**src/rtl/core/lcfir_pkg.sv**
```systemverilog
// ----------------------------------------------------------------------------
// lcfir_pkg: shared constants and types of the linear convolution FIR
// Widths, memory depth, input action codes and the MAC control struct.
// ----------------------------------------------------------------------------
package lcfir_pkg;

  // Kernel and delay line depth, and the data widths.
  localparam int MAX_TAPS = 64;
  localparam int SAMPLE_W = 16;
  localparam int COEF_W   = 16;
  localparam int PROD_W   = SAMPLE_W + COEF_W;
  localparam int IDX_W    = $clog2(MAX_TAPS);

  // Fixed field widths of the channels and the register.
  localparam int TAP_IDX_W = 6;
  localparam int TC_W      = 7;
  localparam int SUM_W     = 38;

  // APB register file: one register, the 7-bit tap count, at byte address 0.
  localparam int APB_AW = 3;
  localparam int APB_DW = 32;
  localparam logic [APB_AW-3:0] REG_TAP_COUNT = '0;

  // Input action codes.
  localparam logic ACT_LOAD   = 1'b0;
  localparam logic ACT_SAMPLE = 1'b1;

  typedef logic signed [SAMPLE_W-1:0] sample_t;
  typedef logic signed [COEF_W-1:0]   coef_t;
  typedef logic signed [SUM_W-1:0]    sum_t;
  typedef logic [IDX_W-1:0]           idx_t;

  // Control that travels with one tap read through the MAC pipeline.
  typedef struct packed {
    logic en;
    logic first;
    logic fin;
  } mac_ctl_t;

endpackage

```
**src/rtl/core/lcfir_if.sv**
```systemverilog
// ----------------------------------------------------------------------------
// lcfir_if: valid/ready channel interfaces of the linear convolution FIR
// The input channel carries load and sample items, the output channel sums.
// ----------------------------------------------------------------------------
interface lcfir_in_if
  import lcfir_pkg::*;
  ();
  logic                 valid;
  logic                 ready;
  logic                 action;
  logic [TAP_IDX_W-1:0] tap_index;
  coef_t                tap_value;
  sample_t              sample;
  logic                 last_sample;

  modport source (output valid, action, tap_index, tap_value, sample, last_sample,
                  input ready);
  modport sink (input valid, action, tap_index, tap_value, sample, last_sample,
                output ready);
endinterface

interface lcfir_out_if
  import lcfir_pkg::*;
  ();
  logic       valid;
  logic       ready;
  sum_t       sum;
  logic       is_last;

  modport source (output valid, sum, is_last, input ready);
  modport sink (input valid, sum, is_last, output ready);
endinterface

```
**src/rtl/core/lcfir_ram.sv**
```systemverilog
// ----------------------------------------------------------------------------
// lcfir_ram: single-port-write, registered-read RAM with per-entry valid bits
// An entry never written since the last clear reads as zero.
// ----------------------------------------------------------------------------
module lcfir_ram #(
  parameter int DEPTH = 64,
  parameter int WIDTH = 16
) (
  input  logic                     clk,
  input  logic                     rst_n,
  input  logic                     clr,
  input  logic                     we,
  input  logic [$clog2(DEPTH)-1:0] waddr,
  input  logic [WIDTH-1:0]         wdata,
  input  logic [$clog2(DEPTH)-1:0] raddr,
  output logic [WIDTH-1:0]         rdata
);

  logic [WIDTH-1:0] mem [DEPTH];
  logic [DEPTH-1:0] vld_r;
  logic [WIDTH-1:0] rdata_r;
  logic             rvld_r;

  always_ff @(posedge clk) begin
    if (we) begin
      mem[waddr] <= wdata;
    end
    rdata_r <= mem[raddr];
  end

  always_ff @(posedge clk) begin
    if (!rst_n) begin
      vld_r  <= '0;
      rvld_r <= 1'b0;
    end else begin
      rvld_r <= vld_r[raddr];
      if (clr) begin
        vld_r <= '0;
      end else if (we) begin
        vld_r[waddr] <= 1'b1;
      end
    end
  end

  assign rdata = rvld_r ? rdata_r : '0;

endmodule

```
**src/rtl/core/lcfir_mac.sv**
```systemverilog
// ----------------------------------------------------------------------------
// lcfir_mac: multiply-accumulate pipeline for one tap per cycle
// One product register, then the accumulator; done pulses with the full sum.
// ----------------------------------------------------------------------------
module lcfir_mac
  import lcfir_pkg::*;
(
  input  logic     clk,
  input  logic     rst_n,
  input  mac_ctl_t ctl,
  input  coef_t    coef,
  input  sample_t  samp,
  output sum_t     acc,
  output logic     done
);

  mac_ctl_t                  ctl_d1_r;
  mac_ctl_t                  ctl_d2_r;
  logic signed [PROD_W-1:0]  prod_r;
  sum_t                      acc_r;
  logic                      done_r;

  // Control is delayed to line up with the registered RAM data.
  always_ff @(posedge clk) begin
    if (!rst_n) begin
      ctl_d1_r <= '0;
      ctl_d2_r <= '0;
      done_r   <= 1'b0;
    end else begin
      ctl_d1_r <= ctl;
      ctl_d2_r <= ctl_d1_r;
      done_r   <= ctl_d2_r.en && ctl_d2_r.fin;
    end
  end

  always_ff @(posedge clk) begin
    prod_r <= coef * samp;
    if (ctl_d2_r.en) begin
      acc_r <= ctl_d2_r.first ? SUM_W'(prod_r) : acc_r + SUM_W'(prod_r);
    end
  end

  assign acc  = acc_r;
  assign done = done_r;

endmodule

```
**src/rtl/core/lcfir_apb.sv**
```systemverilog
// ----------------------------------------------------------------------------
// lcfir_apb: APB register file holding the tap count
// Writes land on the access phase; pready is always high.
// ----------------------------------------------------------------------------
module lcfir_apb
  import lcfir_pkg::*;
(
  input  logic              clk,
  input  logic              rst_n,
  input  logic              psel,
  input  logic              penable,
  input  logic              pwrite,
  input  logic [APB_AW-1:0] paddr,
  input  logic [APB_DW-1:0] pwdata,
  output logic [APB_DW-1:0] prdata,
  output logic              pready,
  output logic [TC_W-1:0]   tap_count
);

  logic [TC_W-1:0] tap_count_r;
  logic            hit;

  assign hit = (paddr[APB_AW-1:2] == REG_TAP_COUNT);

  always_ff @(posedge clk) begin
    if (!rst_n) begin
      tap_count_r <= TC_W'(1);
    end else if (psel && penable && pwrite && hit) begin
      tap_count_r <= pwdata[TC_W-1:0];
    end
  end

  assign prdata    = hit ? APB_DW'(tap_count_r) : '0;
  assign pready    = 1'b1;
  assign tap_count = tap_count_r;

endmodule

```
**src/rtl/core/linear_convolution_fir.sv**
```systemverilog
// ----------------------------------------------------------------------------
// linear_convolution_fir: direct-form FIR giving the full linear convolution
// Each sample item gives one sum; a sample marked last adds taps-1 tail sums.
// Samples are taken one at a time: no new item is accepted until the sum
// and any tail are in the output register. The shared multiplier reads one
// tap a cycle from the kernel and delay-line memories; a load stays in IDLE.
// Reset (synchronous, rst_n low) clears valid bits at once: no clearing pass.
// ----------------------------------------------------------------------------
module linear_convolution_fir
  import lcfir_pkg::*;
(
  input  logic              clk,
  input  logic              rst_n,
  lcfir_in_if.sink          in_ch,
  lcfir_out_if.source       out_ch,
  input  logic              psel,
  input  logic              penable,
  input  logic              pwrite,
  input  logic [APB_AW-1:0] paddr,
  input  logic [APB_DW-1:0] pwdata,
  output logic [APB_DW-1:0] prdata,
  output logic              pready
);

  // The delay line is a circular buffer: wp_r points at the newest sample,
  // so tap k of the model lives at entry wp_r - k (mod MAX_TAPS). Shifting
  // in a sample is a single write at wp_r + 1, which overwrites the oldest.
  function automatic idx_t ptr_inc(input idx_t p);
    return (p == idx_t'(MAX_TAPS - 1)) ? '0 : p + idx_t'(1);
  endfunction

  function automatic idx_t ptr_dec(input idx_t p);
    return (p == '0) ? idx_t'(MAX_TAPS - 1) : p - idx_t'(1);
  endfunction

  typedef enum logic [1:0] {
    ST_IDLE,
    ST_RUN,
    ST_DRAIN,
    ST_EMIT
  } state_t;

  state_t          state_r;
  idx_t            wp_r;
  idx_t            rd_ptr_r;
  idx_t            k_r;
  idx_t            taps_m1_r;
  idx_t            tail_cnt_r;
  logic            last_r;
  logic            out_valid_r;
  sum_t            sum_r;
  logic            is_last_r;

  logic [TC_W-1:0] tap_count;
  idx_t            taps_m1;
  logic            in_fire;
  logic            emit_go;
  logic            tail_more;
  logic            dl_we;
  idx_t            dl_waddr;
  sample_t         dl_wdata;
  logic            dl_clr;
  logic            kn_we;
  sample_t         dl_rdata;
  coef_t           kn_rdata;
  mac_ctl_t        mac_ctl;
  sum_t            mac_acc;
  logic            mac_done;

  lcfir_apb u_apb (
    .clk       (clk),
    .rst_n     (rst_n),
    .psel      (psel),
    .penable   (penable),
    .pwrite    (pwrite),
    .paddr     (paddr),
    .pwdata    (pwdata),
    .prdata    (prdata),
    .pready    (pready),
    .tap_count (tap_count)
  );

  // Active tap count: zero acts as one tap, and counts above the depth
  // saturate at the depth. Kept as count minus one so it fits an index.
  always_comb begin
    if (tap_count == '0) begin
      taps_m1 = '0;
    end else if (32'(tap_count) > MAX_TAPS) begin
      taps_m1 = idx_t'(MAX_TAPS - 1);
    end else begin
      taps_m1 = idx_t'(tap_count - TC_W'(1));
    end
  end

  // New items are taken only while idle, never during a tail. A finished sum may still sit in
  // the output register while the next item is transferred.
  assign in_ch.ready = (state_r == ST_IDLE);
  assign in_fire     = in_ch.valid && in_ch.ready;

  assign emit_go   = (state_r == ST_EMIT) && (!out_valid_r || out_ch.ready);
  assign tail_more = last_r && (tail_cnt_r != '0);

  // Delay-line writes: the item's sample on transfer, and a zero for each
  // tail step. After the final sum of a signal all entries read as zero.
  always_comb begin
    dl_we    = 1'b0;
    dl_waddr = ptr_inc(wp_r);
    dl_wdata = in_ch.sample;
    if (in_fire && (in_ch.action == ACT_SAMPLE)) begin
      dl_we = 1'b1;
    end else if (emit_go && tail_more) begin
      dl_we    = 1'b1;
      dl_wdata = '0;
    end
  end

  assign dl_clr = emit_go && last_r && (tail_cnt_r == '0);

  // Loads beyond the store depth are dropped.
  assign kn_we = in_fire && (in_ch.action == ACT_LOAD) &&
                 (32'(in_ch.tap_index) < MAX_TAPS);

  lcfir_ram #(
    .DEPTH (MAX_TAPS),
    .WIDTH (SAMPLE_W)
  ) u_delay_ram (
    .clk   (clk),
    .rst_n (rst_n),
    .clr   (dl_clr),
    .we    (dl_we),
    .waddr (dl_waddr),
    .wdata (dl_wdata),
    .raddr (rd_ptr_r),
    .rdata (dl_rdata)
  );

  lcfir_ram #(
    .DEPTH (MAX_TAPS),
    .WIDTH (COEF_W)
  ) u_kernel_ram (
    .clk   (clk),
    .rst_n (rst_n),
    .clr   (1'b0),
    .we    (kn_we),
    .waddr (idx_t'(in_ch.tap_index)),
    .wdata (in_ch.tap_value),
    .raddr (k_r),
    .rdata (kn_rdata)
  );

  // One tap is issued per cycle in RUN; the control rides alongside the
  // read so the MAC knows the first and the final product of the sum.
  always_comb begin
    mac_ctl.en    = (state_r == ST_RUN);
    mac_ctl.first = (k_r == '0);
    mac_ctl.fin   = (k_r == taps_m1_r);
  end

  lcfir_mac u_mac (
    .clk   (clk),
    .rst_n (rst_n),
    .ctl   (mac_ctl),
    .coef  (kn_rdata),
    .samp  (dl_rdata),
    .acc   (mac_acc),
    .done  (mac_done)
  );

  // Sequencer, pointers and the output register.
  always_ff @(posedge clk) begin
    if (!rst_n) begin
      state_r     <= ST_IDLE;
      wp_r        <= '0;
      rd_ptr_r    <= '0;
      k_r         <= '0;
      taps_m1_r   <= '0;
      tail_cnt_r  <= '0;
      last_r      <= 1'b0;
      out_valid_r <= 1'b0;
    end else begin
      // A new sum loaded in EMIT keeps the output register full instead.
      if (out_valid_r && out_ch.ready && !emit_go) begin
        out_valid_r <= 1'b0;
      end
      case (state_r)
        ST_IDLE: begin
          if (in_fire && (in_ch.action == ACT_SAMPLE)) begin
            wp_r       <= ptr_inc(wp_r);
            rd_ptr_r   <= ptr_inc(wp_r);
            k_r        <= '0;
            taps_m1_r  <= taps_m1;
            last_r     <= in_ch.last_sample;
            tail_cnt_r <= in_ch.last_sample ? taps_m1 : '0;
            state_r    <= ST_RUN;
          end
        end
        ST_RUN: begin
          k_r      <= k_r + idx_t'(1);
          rd_ptr_r <= ptr_dec(rd_ptr_r);
          if (k_r == taps_m1_r) begin
            state_r <= ST_DRAIN;
          end
        end
        ST_DRAIN: begin
          if (mac_done) begin
            state_r <= ST_EMIT;
          end
        end
        ST_EMIT: begin
          if (emit_go) begin
            out_valid_r <= 1'b1;
            sum_r       <= mac_acc;
            is_last_r   <= last_r && (tail_cnt_r == '0);
            if (tail_more) begin
              // Shift a zero in and run the next tail sum.
              wp_r       <= ptr_inc(wp_r);
              rd_ptr_r   <= ptr_inc(wp_r);
              k_r        <= '0;
              tail_cnt_r <= tail_cnt_r - idx_t'(1);
              state_r    <= ST_RUN;
            end else begin
              last_r  <= 1'b0;
              state_r <= ST_IDLE;
            end
          end
        end
        default: begin
          state_r <= ST_IDLE;
        end
      endcase
    end
  end

  assign out_ch.valid   = out_valid_r;
  assign out_ch.sum     = sum_r;
  assign out_ch.is_last = is_last_r;

  // The MAC only finishes a sum while the sequencer waits for it.
  a_done_in_drain: assert property (@(posedge clk) disable iff (!rst_n)
    mac_done |-> (state_r == ST_DRAIN))
    else $error("MAC finished a sum outside the drain state");

  // The tap counter never runs past the active tap count.
  a_tap_in_range: assert property (@(posedge clk) disable iff (!rst_n)
    (state_r == ST_RUN) |-> (k_r <= taps_m1_r))
    else $error("tap counter ran past the active tap count");

  // Tail steps are pending only for a sample marked last.
  a_tail_only_last: assert property (@(posedge clk) disable iff (!rst_n)
    (tail_cnt_r != '0) |-> last_r)
    else $error("tail steps pending without a last sample");

  // After the final sum of a signal is emitted the block is idle again.
  a_last_then_idle: assert property (@(posedge clk) disable iff (!rst_n)
    dl_clr |=> (state_r == ST_IDLE) && out_valid_r && is_last_r)
    else $error("final sum did not leave the block idle with is_last set");

endmodule

```
**src/flat_wrapper.sv**
```systemverilog
// flat-port wrapper written by rule: the top's interface ports become plain ports
module linear_convolution_fir_flat import lcfir_pkg::*;
  (clk, rst_n, psel, penable, pwrite, paddr, pwdata, prdata, pready, in_ch_valid, in_ch_action, in_ch_tap_index, in_ch_tap_value, in_ch_sample, in_ch_last_sample, in_ch_ready, out_ch_valid, out_ch_sum, out_ch_is_last, out_ch_ready);
  lcfir_in_if in_ch_i ();
  lcfir_out_if out_ch_i ();
  input  logic clk;
  input  logic rst_n;
  input  logic psel;
  input  logic penable;
  input  logic pwrite;
  input  logic [APB_AW-1:0] paddr;
  input  logic [APB_DW-1:0] pwdata;
  output logic [APB_DW-1:0] prdata;
  output logic pready;
  input wire logic [$bits(in_ch_i.valid)-1:0] in_ch_valid;
  input wire logic [$bits(in_ch_i.action)-1:0] in_ch_action;
  input wire logic [$bits(in_ch_i.tap_index)-1:0] in_ch_tap_index;
  input wire logic [$bits(in_ch_i.tap_value)-1:0] in_ch_tap_value;
  input wire logic [$bits(in_ch_i.sample)-1:0] in_ch_sample;
  input wire logic [$bits(in_ch_i.last_sample)-1:0] in_ch_last_sample;
  output wire logic [$bits(in_ch_i.ready)-1:0] in_ch_ready;
  output wire logic [$bits(out_ch_i.valid)-1:0] out_ch_valid;
  output wire logic [$bits(out_ch_i.sum)-1:0] out_ch_sum;
  output wire logic [$bits(out_ch_i.is_last)-1:0] out_ch_is_last;
  input wire logic [$bits(out_ch_i.ready)-1:0] out_ch_ready;
  assign in_ch_i.valid = in_ch_valid;
  assign in_ch_i.action = in_ch_action;
  assign in_ch_i.tap_index = in_ch_tap_index;
  assign in_ch_i.tap_value = in_ch_tap_value;
  assign in_ch_i.sample = in_ch_sample;
  assign in_ch_i.last_sample = in_ch_last_sample;
  assign in_ch_ready = in_ch_i.ready;
  assign out_ch_valid = out_ch_i.valid;
  assign out_ch_sum = out_ch_i.sum;
  assign out_ch_is_last = out_ch_i.is_last;
  assign out_ch_i.ready = out_ch_ready;
  linear_convolution_fir u_core (.clk(clk), .rst_n(rst_n), .in_ch(in_ch_i), .out_ch(out_ch_i), .psel(psel), .penable(penable), .pwrite(pwrite), .paddr(paddr), .pwdata(pwdata), .prdata(prdata), .pready(pready));
endmodule
```
**config.mk**
```make
export PLATFORM = sky130hd
export DESIGN_NAME = linear_convolution_fir_flat
export DESIGN_NICKNAME = d
export VERILOG_FILES = /design/src/rtl/core/lcfir_pkg.sv /design/src/rtl/core/lcfir_if.sv /design/src/rtl/core/lcfir_ram.sv /design/src/rtl/core/lcfir_mac.sv /design/src/rtl/core/lcfir_apb.sv /design/src/rtl/core/linear_convolution_fir.sv /design/src/flat_wrapper.sv
export SDC_FILE = /design/constraint.sdc
export NUM_CORES = 2
export LEC_CHECK = 0
export BUFFER_PORTS_ARGS = -buffer_cell sky130_fd_sc_hd__buf_2
export CELL_PAD_IN_SITES_DETAIL_PLACEMENT = 0
export CELL_PAD_IN_SITES_GLOBAL_PLACEMENT = 1
export CORE_MARGIN = 4
export CORE_UTILIZATION = 40
export DETAILED_ROUTE_END_ITERATION = 10
export PLACE_DENSITY_LB_ADDON = 0.1
export SYNTH_ARGS = -nofsm -noshare
export SYNTH_HDL_FRONTEND = slang
export SYNTH_SLANG_ARGS = --single-unit
```
**constraint.sdc**
```tcl
create_clock -name clk -period 16.1 [get_ports clk]
set_clock_uncertainty 0.05 [all_clocks]
set_input_delay 3.22 -clock clk [delete_from_list [all_inputs] [get_ports clk]]
set_output_delay 3.22 -clock clk [all_outputs]
set_load 0.05 [all_outputs]
```
Word-level counts from Yosys, hierarchy flattened

Memories as Yosys holds them, arrays and structs flattened. A register that Yosys moved wholly into a read port is not among the register bits.
Index checks and enable logic that the tools add are counted.

Bits in registers: 287
Bits in writable memories: 2048
Input bits: 82
Memories kept: 2

Memories:

| name                    | depth | width | read ports | clocked after Yosys merged registers in | write ports | RTL line        | RTL |
|---|---|---|---|---|---|---|---|
| u_core.u_delay_ram.mem  | 64    | 16    | 1          | 1                                       | 1           | lcfir_ram.sv:19 | `logic [WIDTH-1:0] mem [DEPTH];` |
| u_core.u_kernel_ram.mem | 64    | 16    | 1          | 1                                       | 1           | lcfir_ram.sv:19 |  |

Add/sub/neg operators: 6
Multiply operators: 1
Order comparisons: 7
Equality and inequality tests: 11
Mux-type cells: 51
Bitwise logic cells: 5
Reductions and logical operators: 35

Operators with widths:

| cell                                                                         | count |
|---|---|
| 64-bit OR                                                                    | 2 |
| 6-bit 2-to-1 mux                                                             | 14 |
| 16-bit 2-to-1 mux                                                            | 4 |
| 38-bit by 32-bit adder with 38-bit output                                    | 1 |
| 38-bit 2-to-1 mux                                                            | 1 |
| 6-bit case mux with 3 select lines                                           | 2 |
| 16-bit by 16-bit multiplier with 32-bit output                               | 1 |
| 6-bit by 7-bit less-than comparator with 1-bit output, second input constant | 4 |
| 6-bit case mux with 2 select lines                                           | 2 |
| 6-bit zero test                                                              | 3 |
| 6-bit by 1-bit subtractor with 6-bit output, second input constant           | 3 |
| 1-bit logical AND                                                            | 17 |
| 1-bit 2-to-1 mux                                                             | 17 |
| 4-bit AND reduction                                                          | 4 |
| 6-bit by 1-bit adder with 6-bit output, second input constant                | 2 |
| 1-bit binary-select mux with 6-bit select                                    | 2 |
| 1-bit demux with 6-bit select                                                | 2 |
| 6-bit by 1-bit >= comparator with 1-bit output, second input constant        | 2 |
| 2-bit 2-to-1 mux                                                             | 4 |
| 2-bit inequality test, second input constant                                 | 4 |
| 2-bit case mux with 4 select lines                                           | 1 |
| 7-bit greater-than comparator, second input constant                         | 1 |
| 7-bit zero test                                                              | 1 |
| 7-bit 2-to-1 mux                                                             | 1 |
| other kinds (16)                                                             | 21 |

Depth between registers and ports, before layout

Depth after elaboration: 8
Gate-level depth with buffers: 27

By module

Synthesis repeated with hierarchy kept, for this count alone.

Cells, all modules: 5876
Area, all modules: 102761.1 um2

Modules (own cells, without submodules):

| module                           | instances | cells an instance | area each (um2) |
|---|---|---|---|
| lcfir_ram at u_core.u_delay_ram  | 1         | 1952              | 42295.6 |
| lcfir_ram at u_core.u_kernel_ram | 1         | 1987              | 42198.0 |
| lcfir_mac                        | 1         | 1520              | 14144.8 |
| linear_convolution_fir           | 1         | 351               | 3565.9 |
| lcfir_apb                        | 1         | 66                | 556.8 |

Least setup slack after synthesis

OpenSTA, ideal clock, no wires.

Path kind: in2out
Start: input port paddr[2]
End: output port prdata[2]
Arrival: 3.909 ns
Setup slack: 8.921 ns
Stages on the path: 1
Path through: nor2b_1

Word-level cells in the longest chain between the ends: 1

RTL lines:

| what             | RTL line           | RTL |
|---|---|---|
| start, declared  | flat_wrapper.sv:11 | `input logic [APB_AW-1:0] paddr;` |
| 7-bit 2-to-1 mux | lcfir_apb.sv:33    | `assign prdata = hit ? APB_DW'(tap_count_r) : '0;` |
| end, declared    | flat_wrapper.sv:13 | `output logic [APB_DW-1:0] prdata;` |

Every way passes these cells.

Worst setup path after layout

Start: register u_core.u_kernel_ram.rvld_r
End: register u_core.u_mac.prod_r[31]

Word-level cells in the longest chain between the ends: 2

RTL lines:

| what                                           | RTL line        | RTL |
|---|---|---|
| start, declared                                | lcfir_ram.sv:22 | `logic rvld_r;` |
| start signal, assigned                         | lcfir_ram.sv:36 | `rvld_r <= vld_r[raddr];` |
| 16-bit 2-to-1 mux                              | lcfir_ram.sv:45 | `assign rdata = rvld_r ? rdata_r : '0;` |
| 16-bit by 16-bit multiplier with 32-bit output | lcfir_mac.sv:37 | `prod_r <= coef * samp;` |
| end signal, assigned                           | lcfir_mac.sv:37 |  |
| end, declared                                  | lcfir_mac.sv:19 | `logic signed [PROD_W-1:0] prod_r;` |

Every way passes these cells.
A chain may end at the register's enable or synchronous reset.

==> metrics.txt <==
sequential element share of the synthesized area 0.676; IO Pins 156; FF+latch area 68700 µm²; Max Cap Violations 0; CP peak stage delay 0.99 ns; Synth Area per Inst 18.0 µm²; Post-Synthesis Cells 5641; die outline width 512 µm; Initial Utilization 0.403; largest net degree at the start of global routing 114; Crit Path Category register to register; cts hold-fix bufs 0; crit start category register; EDFF count, synth 2125; DP Wirelength 161000 µm; DRC 0; post-route ant nets 0; ratio of cells with drive above 1 in the final layout 0.243; TritonCTS buffer count 277; Total GRT Usage 0.203; fillers 21825; Final nets 6430; GR Util met1 0.279; Routed WL 267000 µm; Area Overhead vs Synth 13.6%; vias in the first global route 54056; slowest stage cell, crit path dfxtp_1; status complete, no violations; WP data required 16.85 ns; Die H 512 µm; initial antenna violation count 14; GR Layer Usage met2 0.343; Async SR Flop Fraction 0; critical path arrival 8.53 ns; CP endpoint kind register; DRT iter0 DRCs 4384; ys flop type edfxtp_1; first-pass GRT wire length 387000 µm; Min-Delay Path Class register to register; GRT busiest layer met2; crit-path cells and2_1, nand2_1, fa_1, inv_1, fa_1, inv_1, fa_1, inv_1, fa_1, fa_1, inv_1, fa_1, inv_1, ha_1, a21o_1, or4_4, nor4b_2, o31ai_2, a41o_1, nand4_1, nand4b_1, a21oi_2, xnor2_1; Post-CTS Setup Inserts 0; RSZ-0062 raised after global routing false; final hold violations 0; Final Max Slew Viols 0; drt pass-1 iters 5; GR met3 Demand/Resource 0.0333; Synth warnings 0; worst relative slew slack 0.167; Synth Register Bits 2367; DIE AREA 262000 µm²; P_leak 38.3 nW; fin crit period 7.78 ns; total congestion overflow 0; f_max 0.129 GHz; Clk pin slew, worst setup/hold paths 0.06 ns; Final period util 0.483; CTS root buf clkbuf_16; Cell Area, Synth 102000 µm²; Wirelength per Cell 28.1 µm; Via Count 51793; Worst Path Max Fanout 34; final setup vio count 0; Final Wtd Congestion 0.808; clock buffer depth 4; post-synth cell types 77; H-Tree Depth 5; # resized after CTS 0; setup tns final 0 ns; FP Rows 184; PwrDens 131 nW/µm²; CTS tree built; Worst Tran Pin Value 1.25 ns; Port Buffers 102; most used cell, CP fa_1; placed cell area 107000 µm²; Worst VDD drop 0.118 mV; final instance area 115000 µm²; Vias/cell 5.46; clock sink total 2367; core area 252000 µm²; Skew-Pair Late Insertion Delay 0.94 ns; Multi-input gate area 30900 µm²
[metal layers]
metal  share of wire  vias up  routed length, µm
met1            0.43    27928             116000
met5        0.000079        -                 21
met3           0.047      305              12600
li1                -    22330                  -
met2            0.50     1226             134000
met4           0.017        4               4600
[per-stage QoR]
step	power, mW	instances	worst slack (ns)	util	hold slack, ns
6_report	15.1	9493	8.32	0.458	0.384
5_1_grt	15.7	9488	7.98	0.458	0.409
4_1_cts	15.4	9487	8.33	0.458	0.390
3_5_place_dp	9.50	9022	8.37	0.425	0.377
3_3_place_gp	9.49	9022	8.33	0.425	0.369
2_1_floorplan	8.60	5665	8.92	-	0.362
[cells in the final DEF (no fill, tap or decap), types with 14 or more instances in the layout]
master,Yosys,routed
and2_1,33,33
o21ai_0,101,101
dfxtp_1,242,233
nor2b_1,38,22
nor2_2,0,101
clkbuf_1,157,62
a21o_1,26,26
clkinv_2,0,30
xnor2_1,48,48
nand3_1,49,49
buf_4,39,197
fa_1,263,263
nand2_1,330,330
nor3_1,22,20
conb_1,2,26
nor2_4,0,14
xor2_1,33,33
edfxtp_1,2125,2125
clkbuf_16,0,282
mux2i_1,41,41
buf_2,59,102
inv_1,312,311
clkinv_1,1,53
ha_1,132,132
nor2b_4,0,16
mux4_2,663,663
a21oi_1,82,81
nor2_1,498,383
a31oi_1,34,34
a211oi_1,24,23
o21a_1,73,73
[power breakdown]
group          switching, mW  internal [mW]
registers              0.109           6.80
clock network           2.39           3.43
logic                   1.42          0.974
total                   3.92           11.2
[kinds of logic after synthesis]
logic type	count (synthesis)	share of synthesized area
fa+ha+maj	396	0.0682
buf+inv	610	0.0250
compound gates	440	0.0284
mux	711	0.152
flops	2367	0.676
other cells	2	0.0000740
xor+xnor	81	0.00699
simple gates	1034	0.0430
[critical path: cells and delay by family, from the launching register on]
| family | cells | cell delay (ns) |
|---|---|---|
| XOR/XNOR | 1 | 0.12 |
| flip-flops | 1 | 0.99 |
| AND/OR/NAND/NOR | 6 | 1.96 |
| AO/OA/AOI/OAI | 4 | 0.91 |
| buffers and inverters | 5 | 0.26 |
| adder cells (fa/ha/maj) | 7 | 3.38 |
[worst paths after layout]
check,startpoint,cells past startpoint,slack [ns],end
min reg2reg,u_core.u_mac.ctl_d1_r[0],1,0.38,u_core.u_mac.ctl_d2_r[0]
min,u_core.u_mac.ctl_d1_r[0],1,0.38,u_core.u_mac.ctl_d2_r[0]
max reg2reg,u_core.u_kernel_ram.rvld_r,23,8.32,u_core.u_mac.prod_r[31]
max,u_core.u_kernel_ram.rvld_r,23,8.32,u_core.u_mac.prod_r[31]
[cells in the mapped netlist, types with 38 or more instances]
cell type,n,area share
xnor2_1,48,0.0041
o21ai_0,101,0.0050
a21oi_1,82,0.0040
buf_2,59,0.0029
mux4_2,663,0.15
nand2_1,330,0.012
buf_4,39,0.0029
nor2b_1,38,0.0023
nand3_1,49,0.0024
ha_1,132,0.016
fa_1,263,0.052
edfxtp_1,2125,0.63
dfxtp_1,242,0.048
mux2i_1,41,0.0040
inv_1,312,0.012
clkbuf_1,157,0.0058
nor2_1,498,0.018
o21a_1,73,0.0054
[area by class of cell]
type / instances / share of cell area
Clock inverter: 111 / 0.00741
Antenna cell: 6 / 0.000130
Multi-Input combinational cell: 2688 / 0.268
Clock buffer: 354 / 0.0644
Sequential cell: 2367 / 0.596
Tap cell: 3348 / 0.0363
Inverter: 316 / 0.0103
Timing Repair Buffer: 303 / 0.0179
[flip-flops by register name, indices dropped and copies added (netlist names), 6 cells and up]
signal                       cells
u_core.u_delay_ram.mem        1024
u_core.u_kernel_ram.mem       1024
u_core.u_delay_ram.vld_r        64
u_core.u_kernel_ram.vld_r       64
u_core.out_ch.sum               38
u_core.u_mac.acc                38
u_core.u_mac.prod_r             32
u_core.u_delay_ram.rdata_r      16
u_core.u_kernel_ram.rdata_r     16
u_core.u_apb.tap_count           7
u_core.k_r                       6
u_core.rd_ptr_r                  6
u_core.tail_cnt_r                6
u_core.taps_m1_r                 6
u_core.wp_r                      6
(Power assumes the default switching activity.)
